### config.mk
export PLATFORM = sky130hd
export DESIGN_NAME = pts_front
export DESIGN_NICKNAME = d
export VERILOG_FILES = /design/src/rtl/pts_pkg.sv /design/src/rtl/pts_front.sv
export SDC_FILE = /design/constraint.sdc
export NUM_CORES = 1
export LEC_CHECK = 0
export ABC_AREA = 0
export ABC_CLOCK_PERIOD_IN_PS = 5550
export BUFFER_PORTS_ARGS = -buffer_cell sky130_fd_sc_hd__buf_2
export CORE_ASPECT_RATIO = 1.75
export CORE_MARGIN = 4
export CORE_UTILIZATION = 41
export CTS_CLUSTER_DIAMETER = 150
export DETAILED_ROUTE_END_ITERATION = 8
export MAX_ROUTING_LAYER = met4
export PLACE_DENSITY = 0.84
export SYNTH_ARGS = -nofsm -noshare
export SYNTH_HDL_FRONTEND = slang
export SYNTH_SLANG_ARGS = --single-unit
### constraint.sdc
create_clock -name clk -period 5.55 [get_ports clk]
set_input_delay 0.2775 -clock clk [delete_from_list [all_inputs] [get_ports clk]]
set_output_delay 0.2775 -clock clk [all_outputs]
set_load 0.01 [all_outputs]
### src/rtl/pts_pkg.sv
// ---------------------------------------------------------------------------
// Polyphonic tone synthesiser package
// Shared types, register codes, sizes and the semitone ratio table.
// ---------------------------------------------------------------------------
package pts_pkg;

  localparam int VOICES_DEF       = 16;
  localparam int EVENTS_DEF       = 256;
  localparam int SINE_ENTRIES_DEF = 1024;
  localparam int QUEUE_DEPTH      = 4;

  localparam int PADDR_W = 3;

  typedef enum logic {
    REG_BASE_PHASE_STEP = 1'b0,
    REG_BEAT_STEP       = 1'b1
  } reg_idx_t;

  typedef enum logic {
    OP_TICK   = 1'b0,
    OP_APPEND = 1'b1
  } op_t;

  typedef enum logic [2:0] {
    WAVE_SQUARE   = 3'd0,
    WAVE_SINE     = 3'd1,
    WAVE_TRIANGLE = 3'd2,
    WAVE_SAWTOOTH = 3'd3,
    WAVE_NOISE    = 3'd4
  } wave_t;

  typedef enum logic [3:0] {
    S_IDLE,
    S_EV_RD,
    S_EV_CHK,
    S_EV_WR,
    S_V_RD,
    S_V_UPD,
    S_V_AMP,
    S_V_ACC,
    S_EMIT
  } state_t;

  // One request as it travels from the front end to the sequencer.
  typedef struct packed {
    op_t         op;
    logic        advance;
    logic [31:0] beat;
    logic [25:0] note;   // semitone | volume << 7 | waveform << 23
    logic [23:0] len;
  } item_t;

  typedef struct packed {
    logic [31:0] start;
    logic [25:0] note;
    logic [23:0] len;
  } event_t;

  typedef struct packed {
    logic [31:0]        phase;
    logic [31:0]        step;
    logic signed [40:0] left;
    logic [18:0]        gain_wave;
    logic signed [15:0] prev_amp;
    logic               crossing;
  } voice_t;

  localparam logic [31:0] BASE_PHASE_STEP_RST = 32'd39370533;
  localparam logic [31:0] BEAT_STEP_RST       = 32'd178957;
  localparam logic [31:0] LFSR_MASK           = 32'h80200003;

  function automatic logic [16:0] semitone_ratio(input logic [3:0] k);
    logic [16:0] r;
    case (k)
      4'd0:    r = 17'd65536;
      4'd1:    r = 17'd69433;
      4'd2:    r = 17'd73562;
      4'd3:    r = 17'd77936;
      4'd4:    r = 17'd82570;
      4'd5:    r = 17'd87480;
      4'd6:    r = 17'd92682;
      4'd7:    r = 17'd98193;
      4'd8:    r = 17'd104032;
      4'd9:    r = 17'd110218;
      4'd10:   r = 17'd116772;
      4'd11:   r = 17'd123716;
      default: r = 17'd65536;
    endcase
    return r;
  endfunction

endpackage

### src/rtl/pts_front.sv
// ---------------------------------------------------------------------------
// Front end
// Takes requests from the input channel, classifies and packs them into
// queue items, holding one item while the queue is full.
// ---------------------------------------------------------------------------
module pts_front (
  input  logic                clk,
  input  logic                rst_n,
  input  logic                in_valid,
  output logic                in_stall,
  input  logic                in_op,
  input  logic                in_advance_song,
  input  logic [31:0]         in_event_beat,
  input  logic signed [6:0]   in_semitone,
  input  logic [15:0]         in_note_volume,
  input  logic [2:0]          in_waveform,
  input  logic [23:0]         in_note_length,
  output logic                push,
  output pts_pkg::item_t      push_item,
  input  logic                q_full
);
  import pts_pkg::*;

  logic  hold_r, hold_nxt;
  item_t item_r, item_nxt;
  logic  take;

  assign push      = hold_r && !q_full;
  assign push_item = item_r;
  assign in_stall  = hold_r && q_full;
  assign take      = in_valid && !in_stall;

  always_comb begin
    hold_nxt = hold_r;
    item_nxt = item_r;
    if (push) begin
      hold_nxt = 1'b0;
    end
    if (take) begin
      hold_nxt = 1'b1;
      item_nxt.op = op_t'(in_op);
      // Only ticks look at the advance flag; appends carry the event.
      item_nxt.advance = (op_t'(in_op) == OP_TICK) && in_advance_song;
      item_nxt.beat    = in_event_beat;
      item_nxt.note    = {in_waveform, in_note_volume, in_semitone};
      item_nxt.len     = in_note_length;
    end
  end

  always_ff @(posedge clk) begin
    if (!rst_n) begin
      hold_r <= 1'b0;
    end else begin
      hold_r <= hold_nxt;
    end
    item_r <= item_nxt;
  end

endmodule

# Yosys cells after proc, flatten, opt, wreduce, memory -nomap -nowiden
# Index checks and enable logic that the tools add are counted.
[word_totals]
latchBits = 0
output_inout_bits = 86
elab_cells = 16
memories = 0
ramBits = 0
register_bits = 85
mem_bits_ro = 0
[op_classes]
order_cmp = 0
div = 0
n_eq_ne = 0
mul = 0
addsub = 0
n_reduce_logical = 7
bitwise = 1
muxes = 2
shifts = 0
[op_table]
columns = ["operator", "n"]
rows = [
  ["logical AND 1 bit", 4],
  ["logical NOT 1 bit", 2],
  ["2-to-1 mux 1 bit", 2],
  ["nonzero test 2 bit", 1],
  ["inverter 1 bit", 1],
]

# Depth between registers and ports, before layout
# Gate-level depths: netlist of run 1.
[depth]
ltp_word = 4
mapped_depth = 2

# Worst setup path before layout of run 1
# Ideal clock, no wire load.
[synth_timing]
kind = "input to register"
startpoint = "input port q_full"
endpoint = "register item_r, in the netlist push_item[0] (enable)"
arrival_time_ps = 4170
stages = 2
required_ps = 5013
path_buffers = 0
setup_slack_ps = 843
path_cell_list = "and2_4 > nor2b_1"
[synth_via]
elab_chain_len = 3
[synth_lines]
columns = ["element", "line", "text"]
rows = [
  ["from (decl)", "pts_front.sv:20", "input logic q_full"],
  ["logical AND 1 bit", "pts_front.sv:30", "assign in_stall = hold_r && q_full;"],
  ["logical NOT 1 bit", "pts_front.sv:31", "assign take = in_valid && !in_stall;"],
  ["logical AND 1 bit", "pts_front.sv:31", ""],
  ["to (signal assigned)", "pts_front.sv:56", "item_r <= item_nxt;"],
  ["to (decl)", "pts_front.sv:25", "item_t item_r, item_nxt;"],
]
# Every way passes these cells.
# A chain may end at the register's enable or synchronous reset.

# Worst setup path after layout of run 1
[layout_timing]
startpoint = "register hold_r"
endpoint = "register item_r, in the netlist push_item[80] (enable)"
[layout_via]
elab_chain_len = 3
[layout_lines]
columns = ["element", "line", "text"]
rows = [
  ["from (decl)", "pts_front.sv:24", "logic hold_r, hold_nxt;"],
  ["from (signal assigned)", "pts_front.sv:54", "hold_r <= hold_nxt;"],
  ["logical AND 1 bit", "pts_front.sv:30", ""],
  ["logical NOT 1 bit", "pts_front.sv:31", ""],
  ["logical AND 1 bit", "pts_front.sv:31", ""],
]
# Every way passes these cells.

==> results.toml, run 1 <==
[synthesis]
synth_seq_area_share_pct = 98.6
syn_avg_cell_area_um2 = 28.7
syn_inst = 90
synth_cell_type_count = 6
synth_area_mm2 = 0.00258
synth_warnings = 0
syn-num-nets = 178
yosys_register_bits = 85

[place]
dpl_cell_area_mm2 = 0.00356
gp_congestion = 0.661
place_inst = 344
portBuffers = 173

[worst_hold_path]
hold_class = "input port to flip-flop"
hold_start = "in_note_length[14]"

[cts]
root_buffer = "clkbuf_8"
cts_made_buffers = 9
clock_path_buffers = 2
postCtsHoldBufs = 0
clk_pin_slew_ns = 0.08
post-cts-setup-buffer-count = 0
cts.sinks = 85
cts-htree-levels = 3
cts_tree = "built"
cts_resized = 0
clkLatencyLatePin_ns = 0.34

[setup_path]
crit-reg2reg-launch = "hold_r"
crit_fanout = 84
required_ns = 5.52
endpoint_kind = "flip-flop"
arrival_ns = 1.69
startpoint_type = "flip-flop"
cp-startpoint = "hold_r"
criticalPathCategory = "flip-flop to flip-flop"

[finish]
stdcell_area_mm2 = 0.00376
drive_gt1_share_pct = 68.2
final_common_cell = "buf_2"
num-fill-cells = 486
final_cells = 362
area_growth_syn_to_layout_pct = 45.9
final_cell_mix = "173 x buf_2, 84 x edfxtp_1, 9 x clkbuf_8"
layout.nets = 363

[route]
drc = 0
vias = 1603
drtPass1Iterations = 4
routed_wirelength_mm = 5.91
drtIter0Drc = 112
drtAntennaViolNets = 0
wl_per_cell_um = 16.3
vias_per_cell = 4.43

[timing]
relSlewSlack_pct = 34.4
period_share_pct = 31.1
max_freq_mhz = 578
setup_viol = 0
finalHoldViolations = 0
final.setup.tns_ns = 0
drv_slew = 0
clock_skew_ns = 0.00435
layout_min_cycle_time_ns = 1.73
tightest_slew_ns = 0.984
rsz0062_at_grt = "false"

[die]
coreArea_mm2 = 0.00618
pin_count = 174
die_area_mm2 = 0.00767
die_h_um = 113
rows = 38
start_util_pct = 41.7
die_w_um = 68.0

[grt]
grt_pass1_vias = 1661
antenna_found_initial = 2
grt_max_degree = 85
track_usage_pct = 16.1
grt_pass1_wl_mm = 8.35
grt-ovfl-total = 0

[run]
maxCapViolCount = 0

[status]
status = "complete, no violations"

[power_and_ir_drop]
power_uw = 1280
p_per_area_mw_per_mm2 = 341
cellLeakagePower_uw = 0.00163
ir_worst_vdd_mv = 0.276
## per-stage QoR
step / hold slack [ns] / setup WS (ns) / utilization [%]
3_3_place_gp: 0.453 / 3.77 / 57.6
2_1_floorplan: 0.376 / 0.843 / -
6_report: 0.104 / 3.82 / 60.9
5_1_grt: 0.0751 / 3.70 / 60.9
3_5_place_dp: 0.456 / 3.70 / 57.6
4_1_cts: 0.0816 / 3.80 / 60.8
## critical path, stage by stage (launching register included)
cell	delay, ns
dfxtp_1	0.32
and2_4	0.15
nor2b_4	0.09
buf_4	0.77
## registers in the layout, summed over array words and instances, names as in the netlist
| name | count |
|---|---|
| push_item | 84 |
| hold_r | 1 |
## Yosys cell counts, drive strengths merged
library cell   n  area share (%)
and2           1            0.34
and2b          1            0.29
nor2b          2            0.49
o21a           1            0.29
dfxtp          1            0.78
edfxtp        84              98
## cell type report
type                    count  area (um2)  share of cell area, %
clock inverters             7        73.8                   1.96
clock buffers               9         124                   3.29
well taps                  80         100                   2.66
repair buffers            174         873                   23.2
multi-input cells           5        43.8                   1.16
flip-flops and latches     85        2540                   67.6
diodes                      2        5.00                  0.133
## path summary, 6_finish.rpt
path                                      end  slack, ns  depth (start not counted)
worst max-delay path            push_item[80]       3.82                          3
worst min-delay path            push_item[14]       0.10                          1
worst max register to register  push_item[80]       3.82                          3
worst min register to register         hold_r       0.65                          2
## per-layer routing
metal / vias to the layer above / global-route usage, % / share of wire (%)
li1: 735 / - / -
met1: 738 / 16.5 / 32
met2: 121 / 24.7 / 52
met3: 9 / 7.94 / 14
met4: 0 / 8.10 / 1.9
met5: - / - / 0
## cells by family (layout without fill, tap and decap cells)
family                 Yosys count  count (layout)  synth area share, %
flip-flops                      85              85                 98.6
AND/OR/NAND/NOR                  4               4                 1.12
AO/OA/AOI/OAI                    1               1                0.291
other                            0               2                    0
buffers and inverters            0             190                    0
## power breakdown
| group | total [uW] | internal (uW) | switching, uW | leakage [uW] |
|---|---|---|---|---|
| logic | 103 | 46.4 | 56.6 | 0.000711 |
| registers | 759 | 750 | 9.01 | 0.000821 |
| clock network | 421 | 210 | 211 | 0.0000952 |
No activity file was read; power rests on OpenSTA's default activity.
==> inputs of run 2 (changes only) <==
ABC_CLOCK_PERIOD_IN_PS = 1750   (was 5550)
clock period = 1.75 ns   (was 5.55 ns; I/O delays follow)
==> run 2 against run 1 <==
- clock skew increased by 0.00061 ns
- critical path type unchanged
- largest cell class unchanged
- maximum frequency increased by 30%
- core utilization is 13 points higher
- global-route usage is 6.1 points higher
- highest routed layer unchanged
==> results.toml, run 2 (synthesis results as in run 1) <==
[status]
status = "complete, no violations"

[worst_hold_path]
hold_start = "in_advance_song"
hold_depth = 2
min_to = "push_item[82]"
hold_class = "input port to flip-flop"

[die]
die_w_um = 68.0
rows = 38
pin_count = 174
coreArea_mm2 = 0.00618
die_area_mm2 = 0.00767
start_util_pct = 41.7
die_h_um = 113

[setup_path]
cp_cell_sequence = "and2_4 -> nor2b_4 -> buf_4"
reg2reg_depth = 3
arrival_ns = 1.34
startpoint_type = "flip-flop"
criticalPathCategory = "flip-flop to flip-flop"
crit_fanout = 31
path_delay_family = "buffers and inverters"
required_ns = 1.76
cp_slowest_stage_delay_ns = 0.37
r2r-end = "push_item[45]"
cp.buffers_inverters = 1
crit-reg2reg-launch = "hold_r"
cpMaxStageDelayCell = "buf_4"
regToRegSetupSlack_ns = 0.42
endpoint_kind = "flip-flop"

[power_and_ir_drop]
power_uw = 4010
cellLeakagePower_uw = 0.00198
p_per_area_mw_per_mm2 = 877
ir_worst_vdd_mv = 0.844

[grt]
track_usage_pct = 22.2
grt_pass1_vias = 2239
grt_max_degree = 54
grt-ovfl-total = 0
grt_pass1_wl_mm = 11.2
antenna_found_initial = 0

[timing]
drv_slew = 0
tightest_slew_ns = 0.377
setup_viol = 0
rsz0062_at_grt = "false"
layout_min_cycle_time_ns = 1.33
clock_skew_ns = 0.00496
max_freq_mhz = 753
period_share_pct = 75.9
relSlewSlack_pct = 74.9
worst_slack_ns = 0.421
finalHoldViolations = 0

[route]
vias_per_cell = 4.43
drc = 0
wl_per_cell_um = 17.2
vias = 1973
drtAntennaViolNets = 0
drtPass1Iterations = 4
routed_wirelength_mm = 7.67
drtIter0Drc = 92

[cts]
cts_tree = "built"
cts.sinks = 85
post-cts-setup-buffer-count = 0
cts_made_buffers = 9
cts-htree-levels = 3
root_buffer = "clkbuf_8"
clkLatencyLatePin_ns = 0.35
clk_pin_slew_ns = 0.07
clock_path_buffers = 2

[finish]
num-fill-cells = 398
area_growth_syn_to_layout_pct = 77.6
final_common_cell = "buf_2"
drive_gt1_share_pct = 51.5
largest_register_ffs = 84
final_cell_mix = "173 x buf_2, 85 x dlygate4sd3_1, 84 x edfxtp_1"
layout.nets = 449
antenna_cells = 0

[place]
gp_congestion = 0.762
portBuffers = 173
post-place-ws_ns = 0.433
place_hpwl_mm = 4.44

[run]
maxCapViolCount = 0
-- run 2: cell types whose count changed in the layout (fill, tap and decap cells not counted) --
cell           before  now
inv_6               1    0
clkinv_2            1    2
bufinv_16           1    0
inv_8               1    0
diode_2             2    0
clkinvlp_4          2    0
dlygate4sd3_1       0   85
clkbuf_1            0    3
buf_12              0    1
-- run 2: timing repair --
item,CTS,global route
endpoints found under the hold margin,84,0
gates resized for setup,0,0
hold buffers,85,0
-- run 2: per-layer routing --
layer  up-vias  part of all wire (%)  wire length [um]  GRT usage [%]
li1        901                     -                 -              -
met1       938                    30              2320           19.6
met2       101                    58              4440           38.4
met3        33                   6.5               495           5.66
met4         0                   5.5               418           15.8
met5         -                     0                 0              -
-- run 2: layout make-up --
class,count,area [um2],area share (%)
clock buffers,12,135,2.95
repair buffers,260,1740,38.1
clock inverters,3,13.8,0.301
multi-input cells,5,43.8,0.956
flip-flops and latches,85,2540,55.5
well taps,80,100,2.19
-- run 2: worst max path at each step --
stage	from	endpoint	slack [ns]	cells after the start
CTS	hold_r	push_item[45]	0.42	3
finish	hold_r	push_item[45]	0.42	3
global route	hold_r	push_item[52]	0.37	3
detailed placement	hold_r	push_item[52]	0.43	3
global placement	hold_r	push_item[58]	0.48	3
floorplan	hold_r	push_item[0]	-0.36	2
-- run 2: per-stage QoR --
step           utilization (%)  instances  hold slack, ns  TNS, ns  cell area (um2)
2_1_floorplan                -         90           0.186   -30.59             2590
3_3_place_gp              57.9        345           0.264        0             3580
3_5_place_dp              57.9        345           0.266        0             3580
4_1_cts                   74.1        445          0.0631        0             4580
5_1_grt                   74.1        445          0.0798        0             4580
6_report                  74.1        445          0.0667        0             4580
-- run 2: power by group --
part	leakage, uW	switching [uW]	internal (uW)
clock	0.0000776	605	499
combinational	0.00108	222	278
sequential	0.000821	31.5	2380
total	0.00198	859	3160
