[config.mk]
export PLATFORM = sky130hd
export DESIGN_NAME = pts_queue
export DESIGN_NICKNAME = d
export VERILOG_FILES = /design/src/rtl/pts_pkg.sv /design/src/rtl/pts_queue.sv
export SDC_FILE = /design/constraint.sdc
export NUM_CORES = 1
export LEC_CHECK = 0
export ABC_CLOCK_PERIOD_IN_PS = 4280
export BUFFER_PORTS_ARGS = -buffer_cell sky130_fd_sc_hd__buf_2
export CAP_MARGIN = 20
export CORE_MARGIN = 10
export CORE_UTILIZATION = 55
export CTS_BUF_LIST = sky130_fd_sc_hd__clkbuf_16
export CTS_CLUSTER_DIAMETER = 80
export DETAILED_ROUTE_END_ITERATION = 12
export HOLD_SLACK_MARGIN = 0.05
export PLACE_DENSITY = 0.77
export RECOVER_POWER = 100
export SETUP_SLACK_MARGIN = 0.15
export SYNTH_ARGS = -nofsm -noshare
export SYNTH_HDL_FRONTEND = slang
export SYNTH_SLANG_ARGS = --single-unit
[constraint.sdc]
create_clock -name clk -period 4.28 [get_ports clk]
set_input_delay 0.856 -clock clk [delete_from_list [all_inputs] [get_ports clk]]
set_output_delay 0.856 -clock clk [all_outputs]
set_load 0.03 [all_outputs]
[src/rtl/pts_pkg.sv]
// ---------------------------------------------------------------------------
// Polyphonic tone synthesiser package
// Shared types, register codes, sizes and the semitone ratio table.
// ---------------------------------------------------------------------------
package pts_pkg;

  localparam int VOICES_DEF       = 16;
  localparam int EVENTS_DEF       = 256;
  localparam int SINE_ENTRIES_DEF = 1024;
  localparam int QUEUE_DEPTH      = 4;

  localparam int PADDR_W = 3;

  typedef enum logic {
    REG_BASE_PHASE_STEP = 1'b0,
    REG_BEAT_STEP       = 1'b1
  } reg_idx_t;

  typedef enum logic {
    OP_TICK   = 1'b0,
    OP_APPEND = 1'b1
  } op_t;

  typedef enum logic [2:0] {
    WAVE_SQUARE   = 3'd0,
    WAVE_SINE     = 3'd1,
    WAVE_TRIANGLE = 3'd2,
    WAVE_SAWTOOTH = 3'd3,
    WAVE_NOISE    = 3'd4
  } wave_t;

  typedef enum logic [3:0] {
    S_IDLE,
    S_EV_RD,
    S_EV_CHK,
    S_EV_WR,
    S_V_RD,
    S_V_UPD,
    S_V_AMP,
    S_V_ACC,
    S_EMIT
  } state_t;

  // One request as it travels from the front end to the sequencer.
  typedef struct packed {
    op_t         op;
    logic        advance;
    logic [31:0] beat;
    logic [25:0] note;   // semitone | volume << 7 | waveform << 23
    logic [23:0] len;
  } item_t;

  typedef struct packed {
    logic [31:0] start;
    logic [25:0] note;
    logic [23:0] len;
  } event_t;

  typedef struct packed {
    logic [31:0]        phase;
    logic [31:0]        step;
    logic signed [40:0] left;
    logic [18:0]        gain_wave;
    logic signed [15:0] prev_amp;
    logic               crossing;
  } voice_t;

  localparam logic [31:0] BASE_PHASE_STEP_RST = 32'd39370533;
  localparam logic [31:0] BEAT_STEP_RST       = 32'd178957;
  localparam logic [31:0] LFSR_MASK           = 32'h80200003;

  function automatic logic [16:0] semitone_ratio(input logic [3:0] k);
    logic [16:0] r;
    case (k)
      4'd0:    r = 17'd65536;
      4'd1:    r = 17'd69433;
      4'd2:    r = 17'd73562;
      4'd3:    r = 17'd77936;
      4'd4:    r = 17'd82570;
      4'd5:    r = 17'd87480;
      4'd6:    r = 17'd92682;
      4'd7:    r = 17'd98193;
      4'd8:    r = 17'd104032;
      4'd9:    r = 17'd110218;
      4'd10:   r = 17'd116772;
      4'd11:   r = 17'd123716;
      default: r = 17'd65536;
    endcase
    return r;
  endfunction

endpackage

[src/rtl/pts_queue.sv]
// ---------------------------------------------------------------------------
// Request queue
// A short first-in first-out buffer between the front end and the sequencer.
// ---------------------------------------------------------------------------
module pts_queue (
  input  logic           clk,
  input  logic           rst_n,
  input  logic           push,
  input  pts_pkg::item_t push_item,
  output logic           full,
  input  logic           pop,
  output logic           not_empty,
  output pts_pkg::item_t head
);
  import pts_pkg::*;

  localparam int AW = $clog2(QUEUE_DEPTH);

  item_t         mem_r [QUEUE_DEPTH];
  logic [AW-1:0] wr_r, wr_nxt, rd_r, rd_nxt;
  logic [AW:0]   cnt_r, cnt_nxt;

  assign full      = (cnt_r == (AW+1)'(QUEUE_DEPTH));
  assign not_empty = (cnt_r != '0);
  assign head      = mem_r[rd_r];

  always_comb begin
    wr_nxt  = wr_r;
    rd_nxt  = rd_r;
    cnt_nxt = cnt_r;
    if (push) begin
      wr_nxt = wr_r + 1'b1;
    end
    if (pop) begin
      rd_nxt = rd_r + 1'b1;
    end
    if (push && !pop) begin
      cnt_nxt = cnt_r + 1'b1;
    end else if (pop && !push) begin
      cnt_nxt = cnt_r - 1'b1;
    end
  end

  always_ff @(posedge clk) begin
    if (!rst_n) begin
      wr_r  <= '0;
      rd_r  <= '0;
      cnt_r <= '0;
    end else begin
      wr_r  <= wr_nxt;
      rd_r  <= rd_nxt;
      cnt_r <= cnt_nxt;
    end
    if (push) begin
      mem_r[wr_r] <= push_item;
    end
  end

endmodule

# Yosys cells after proc, flatten, opt, wreduce, memory -nomap -nowiden

Memory sizes are Yosys's and may differ from the RTL's. A register that Yosys moved wholly into a read port is not among the register bits.
Index checks and enable logic that the tools add are counted.

Memories: 1
Register bits: 7
Output and inout port bits: 86
Memory bits (writable): 336
Word-level logic and storage cells: 21
Input bits: 88

Memories:

| name  | words | bits a word | read ports | clocked after Yosys merged registers in | wr ports | line            | source |
|---|---|---|---|---|---|---|---|
| mem_r | 4     | 84          | 1          | 1                                       | 1        | pts_queue.sv:19 | `item_t mem_r [QUEUE_DEPTH];` |

$add $sub $neg: 4
Reduce and logical (&&, ||, !) cells: 6
Equality and inequality tests: 1
Muxes and demuxes: 6

Operator list:

| cell                                             | number |
|---|---|
| two-way mux 3 bit                                | 2 |
| adder 2 x 1 -> 2 bit, second input constant      | 2 |
| two-way mux 2 bit                                | 2 |
| adder 3 x 1 -> 3 bit, second input constant      | 1 |
| equality test 3 bit, second input constant       | 1 |
| nonzero test 3 bit                               | 1 |
| subtractor 3 x 1 -> 3 bit, second input constant | 1 |
| logical AND 1 bit                                | 2 |
| zero test 1 bit                                  | 2 |
| two-way mux 1 bit                                | 2 |
| nonzero test 2 bit                               | 1 |

# Logic depth before layout (Yosys ltp)

Gate-level depths: netlist (run 1).

Depth after elaboration: 4
Depth in mapped cells: 7
Depth with buffers taken out: 7

# Least setup slack after synthesis (run 1)

Ideal clock, no wire load.

Path kind: input to register
Start: in push
End: mem mem_r[0][0] (netlist name), enable pin
Buffers on the path: 0
Arrival: 2.808 ns
Path slack: 1.020 ns
Stages: 1
Setup time: 0.451 ns
Data required time: 3.829 ns
Cell sequence: and2_1

Word-level cells in the longest chain between the ends: 2

RTL lines:

| what                                    | line            | source |
|---|---|---|
| start: declaration                      | pts_queue.sv:8  | `input logic push,` |
| two-way mux 1 bit                       | pts_queue.sv:54 | `if (push) begin` |
| two-way mux 1 bit (not written as such) | pts_queue.sv:55 | `mem_r[wr_r] <= push_item;` |
| end: declaration                        | pts_queue.sv:19 |  |

Every way passes these cells.

==> flow_summary_export.csv, run 1 <==
group,metric,value,unit
layout,fillerInstances,1564,
setup_path,rrSetupSlack,0.99,ns
synth,ys_warn_count,0,
sta,fin_crit_sh,80.3,%
worst_hold_path,holdCritPathClass,"reg2reg",
detailed_routing,drt_iter0_drc,389,
setup_path,critical_path_class,"reg2out",
setup_path,r2r_cells,3,
outcome,violations,"max-capacitance violations, max-slew violations",
sta,worst-slew-pin-transition,1.92,ns
cts,postCtsSetupRepairBufs,0,
synth,synth_seq_cells,345,
cts,insertion_delay,0.49,ns
layout,drive_above_1_share,20.3,%
die,ios,174,
die,fp.dieArea,29300,sq um
grt,grt_max_degree,76,
placed_design,place.gp.congestion,0.711,
cts,cts_resized,0,
synth,seq_area_frac_synth,81.7,%
sta,setup_violations,0,
cts,cts_made_buffers,35,
die,die_width,171,microns
cts,cts.clk_slew.worst_paths,0.06,ns
synth,syn_nets,575,
die,rows,55,
cts,cts_max_level,2,
cts,ctsRootBufferMaster,"clkbuf_16",
cts,clock_sinks,345,
detailed_routing,drc,0,
job,maxCapViolCount,1,
sta,fmaxAchievable,291,MHz
setup_path,setup.worst_path.end_class,"primary output",
die,design.core.area,22600,sq um
sta,relSlewSlack,-28.2,%
sta,slew_violations,74,
detailed_routing,drtAntennaViolNets,0,
setup_path,critPathLaunchType,"flip-flop",
sta,fin_hold_ws,0.523,ns
sta,skew,0.00459,ns
detailed_routing,wl_per_cell,23.2,microns
power,total_power,0.00747,W
sta,hold_violations,0,
detailed_routing,via_per_inst,5.68,
placed_design,placed_area,13800,sq um
cts,cts_buffer_depth,3,
grt,grt_overflow,0,
synth,syn_avg_cell_area,26.1,sq um
layout,stdcell_area,14600,sq um
grt,grt_pass1_wl,35300,microns
grt,grt_pass1_vias,6111,
detailed_routing,dr.pass1.iters,6,
grt,antenna_found_initial,4,
detailed_routing,vias,5625,
setup_path,r2r_end,"mem_r[1][26]",
cts,postCtsHoldBufs,0,
grt,grtUsageTotal,15.8,%
detailed_routing,wl,23000,microns
setup_path,crit_arrival,2.58,ns
setup_path,required,3.42,ns
setup_path,worst-path-max-fanout,30,
sta,tns,0,ns
sta,setup_ws,0.841,ns
placed_design,portBuffers,173,
die,initial_core_util,55.7,%
power,p_per_area,513,nW/um^2
power,p_leak,4.54,nW
synth,synth_area,12600,sq um
die,die_h,171,microns
synth,synthCells,481,
setup_path,r2r_start,"wr_r[0]",
synth,yosysUniqueCellTypes,20,
sta,period_needed,3.44,ns
cts,cts_tree,"done",
placed_design,dp_hpwl,14000,microns
power,ir_worst_vdd,0.385,mV
sta,rsz0062_at_grt,"no",
layout,nets,774,
layout,syn_to_final_growth,16.0,%
outcome,run_status,"finished with violations",
placed_design,place_ws,1.71,ns
setup_path,endpoint,"head[72]",
-- critical path, stage by stage (launching register included) --
cell and delay [ns]:
dfxtp_4 0.35, clkbuf_2 0.86, mux4_2 0.62, clkbuf_1 0.25
-- registers in the layout, indices dropped and copies added (netlist names), named ones only --
signal and cells:
rd_r 2, mem_r 336, wr_r 2, cnt_r 3
-- power breakdown --
| group | leakage [nW] | internal, W | total (W) | switching [W] |
|---|---|---|---|---|
| combinational | 0.852 | 0.000276 | 0.000844 | 0.000568 |
| clock | 0.529 | 0.00155 | 0.00269 | 0.00114 |
| sequential | 3.16 | 0.00388 | 0.00394 | 0.0000516 |
| total | 4.54 | 0.00571 | 0.00747 | 0.00176 |
-- kinds of logic (layout without fill, tap and decap cells) --
logic type      after synthesis  after routing  share of synthesized area [%]
compound gates                2              2                         0.0996
mux                          86             86                           15.2
flops                       345            345                           81.7
simple gates                 15             15                          0.737
xor+xnor                      5              5                          0.349
other cells                   0              2                              0
fa+ha+maj                     6              6                          0.657
buf+inv                      22            245                           1.20
-- synth_stat cells --
cell type,instances,area (sq um)
nor2b_1,2,12.5
mux4_2,84,1890
nor3b_1,1,7.51
ha_1,5,62.6
inv_1,4,15.0
buf_2,7,35.0
mux2i_1,2,20.0
and2_1,9,56.3
fa_1,1,20.0
a21boi_0,1,7.51
buf_4,2,15.0
buf_6,7,78.8
edfxtp_1,336,10100
dfxtp_1,9,180
nand2_1,1,3.75
o21ai_0,1,5.00
or3_1,2,12.5
clkbuf_1,2,7.51
xnor2_1,2,17.5
xor2_1,3,26.3
-- layout make-up --
cell class                      instances  area [sq um]  area share (%)
Antenna cell                            2          5.00          0.0343
Timing Repair Buffer                  180           751            5.15
Tap cell                              285           357            2.45
Clock inverter                         24           104           0.712
Sequential cell                       345         10300            70.5
Multi-Input combinational cell        114          2150            14.7
Inverter                                4          15.0           0.103
Clock buffer                           37           926            6.35
-- metal layers --
metal	up-vias	share of wire, %	GRT usage [%]
li1	2460	-	-
met1	2945	40	19.9
met2	180	50	26.3
met3	36	8.0	4.82
met4	4	1.6	4.01
met5	-	0.10	0
-- how the worst min path moves through the flow --
stage,startpoint,endpoint,slack (ns),cells past startpoint
after global placement,cnt_r[2],cnt_r[2],0.48,2
after global routing,cnt_r[2],cnt_r[2],0.60,2
final,cnt_r[2],cnt_r[2],0.52,2
after floorplan,cnt_r[2],cnt_r[2],0.47,2
after detailed placement,cnt_r[2],cnt_r[2],0.50,2
after CTS,cnt_r[2],cnt_r[2],0.51,2
-- layout by cell type (no fill, tap or decap), types with 2 or more instances in the layout --
cell,count
and2_1,2
xnor2_1,2
clkinv_1,10
buf_12,4
diode_2,2
or3_1,2
and2_0,6
clkinv_2,5
ha_1,5
clkbuf_1,168
inv_1,11
dfxtp_1,7
nor2b_1,2
clkbuf_16,37
buf_2,6
clkinvlp_4,2
clkbuf_2,2
edfxtp_1,336
mux4_2,84
mux2i_1,2
xor2_1,3
-- per-stage QoR --
step	std cells	utilization [%]
2_1_floorplan	481	-
3_3_place_gp	928	61.1
3_5_place_dp	928	61.1
4_1_cts	989	65.7
5_1_grt	989	64.6
6_report	991	64.6
Power figures use the tool's default switching activity.
==> run 2: changes to the inputs <==
Settings changed: ABC_CLOCK_PERIOD_IN_PS 4280 to 2770, CORE_UTILIZATION 55 to 51, PLACE_DENSITY 0.77 to 0.75.
Clock period 4.28 ns to 2.77 ns, I/O delays scaled along.
==> run 2 against run 1 <==
Net effect: clock power up 58%; the run still ends with max-capacitance violations, max-slew violations left; die area up 6.9%; count of clock-buffer cells in the layout unchanged; global-route usage down 0.59 points.
==> flow_summary_export.csv, run 2 (synthesized netlist as in run 1, its figures left out) <==
group,metric,value,unit
outcome,run_status,"finished with violations",
outcome,violations,"max-capacitance violations, max-slew violations",
die,fp.dieArea,31300,sq um
sta,slew_violations,51,
cts,insertion_delay,0.50,ns
detailed_routing,drtAntennaViolNets,0,
sta,period_needed,2.57,ns
worst_hold_path,hp-start,"push_item[67]",
sta,relSlewSlack,-1.69,%
grt,use_met1,19.1,%
cts,cts_resized,0,
job,maxCapViolCount,2,
worst_hold_path,holdCritPathClass,"in2reg",
die,rows,57,
placed_design,placed_area,13900,sq um
setup_path,path_cells,"buf_12, mux4_2, clkbuf_2",
layout,syn_to_final_growth,17.9,%
power,netSwitchingPower,0.00275,W
setup_path,critical-path-slowest-cell,"mux4_2",
cts,clock_sinks,345,
sta,setup_violations,0,
grt,grt_pass1_vias,6219,
power,p_comb_share,11.8,%
sta,hold_violations,0,
grt,antenna_found_initial,1,
placed_design,place.gp.congestion,0.727,
setup_path,crit_arrival,2.01,ns
worst_hold_path,hold_depth,1,
grt,grt_pass1_wl,36600,microns
layout,largestRegisters,"mem_r x336, cnt_r x3",
setup_path,critPathLaunchType,"flip-flop",
setup_path,r2r_cells,3,
layout,nets,783,
layout,final_cell_mix,"edfxtp_1 (336), clkbuf_1 (107), mux4_2 (84), clkbuf_2 (63), clkbuf_16 (37)",
detailed_routing,wl,24000,microns
power,ir_worst_vdd,0.552,mV
placed_design,portBuffers,173,
power,swShare,23.5,%
detailed_routing,drt_iter0_drc,432,
layout,top_register,"mem_r",
setup_path,required,2.22,ns
layout,antennaDiodeCount,0,
sta,skew,0.0115,ns
sta,rsz0062_at_grt,"yes",
setup_path,path_delay_family,"multiplexers",
sta,fin_crit_sh,92.7,%
detailed_routing,drc,0,
setup_path,setup.worst_path.end_class,"primary output",
die,initial_core_util,51.8,%
power,seqPwrFrac,51.8,%
cts,cts_max_level,2,
die,ios,174,
grt,grt_use_met3,4.65,%
layout,stdcell_area,14800,sq um
setup_path,worst-path-max-fanout,46,
placed_design,dp_hpwl,15400,microns
power,pwr-share-clk,36.4,%
layout,largest_reg_flops,336,
cts,postCtsHoldBufs,0,
layout,fillerInstances,1747,
detailed_routing,wl_per_cell,23.1,microns
die,design.core.area,24200,sq um
grt,grt_max_degree,48,
cts,cts_made_buffers,35,
setup_path,worst-path-stages,3,
cts,postCtsSetupRepairBufs,0,
setup_path,r2r_start,"wr_r[0]",
power,p_leak,4.81,nW
grt,grtUsageTotal,15.2,%
power,total_power,0.0117,W
layout,mostFrequentLayoutCell,"edfxtp_1",
sta,tns,0,ns
layout,drive_above_1_share,29.4,%
cts,cts.clk_slew.worst_paths,0.06,ns
grt,use_met2,24.7,%
setup_path,cp_num_buf_inv,2,
sta,worst-slew-pin-transition,1.53,ns
power,p_int,0.00896,W
cts,cts_buffer_depth,3,
grt,grt.busiest_layer,"met2",
detailed_routing,vias,5728,
power,p_per_area,790,nW/um^2
setup_path,max_stage_delay,0.58,ns
die,die_width,177,microns
sta,fmaxAchievable,389,MHz
detailed_routing,via_per_inst,5.52,
die,die_h,177,microns
setup_path,critical_path_class,"reg2out",
detailed_routing,dr.pass1.iters,5,
cts,ctsRootBufferMaster,"clkbuf_16",
cts,cts_tree,"done",
grt,grt_overflow,0,
run 2: changes by cell type in the layout (fill, tap and decap cells not counted), moves of 2 or more:
cell,before,now
buf_4,0,8
and2_0,6,3
diode_2,2,0
clkbuf_2,2,63
clkinv_2,5,3
clkinv_1,10,8
clkbuf_1,168,107
buf_2,6,4
inv_1,11,16
buf_6,0,2
and2_1,2,6
run 2: layout make-up:
type | count | area, sq um | area share, %
inverter | 4 | 15.0 | 0.101
tap | 324 | 405 | 2.74
timing repair buffer | 189 | 920 | 6.21
sequential | 345 | 10300 | 69.4
clock inverter | 25 | 128 | 0.861
clock buffer | 37 | 926 | 6.25
multi-input combinational | 114 | 2140 | 14.5
run 2: worst paths after layout:
check	to	slack (ns)
worst max-delay path	head[34]	0.20
worst min-delay path	mem_r[0][67]	0.31
worst max register to register	mem_r[3][25]	0.26
worst min register to register	cnt_r[2]	0.55
run 2: power groups by stage:
stage	clock network (W)	logic [W]	registers (W)
after detailed placement	0	0.00145	0.00617
after floorplan	0	0.000979	0.00615
after global routing	0.00458	0.00149	0.00608
after global placement	0	0.00142	0.00615
after CTS	0.00436	0.00146	0.00606
final	0.00426	0.00138	0.00606
run 2: per-stage QoR:
step                cells  util, %  hold WS (ns)  worst slack (ns)
global route         1038     61.1         0.306            0.0826
finish               1038     61.1         0.312             0.202
global placement      976     57.4         0.478             0.695
CTS                  1038     61.8         0.252             0.174
detailed placement    976     57.4         0.538             0.610
floorplan             481        -         0.467             0.731
run 2: routing by layer:
metal | vias to the layer above | wire [microns] | part of all wire (%)
met3 | 41 | 1980 | 8.3
met2 | 204 | 12100 | 50
met4 | 2 | 514 | 2.1
met5 | - | 13 | 0.054
li1 | 2480 | - | -
met1 | 3001 | 9400 | 39
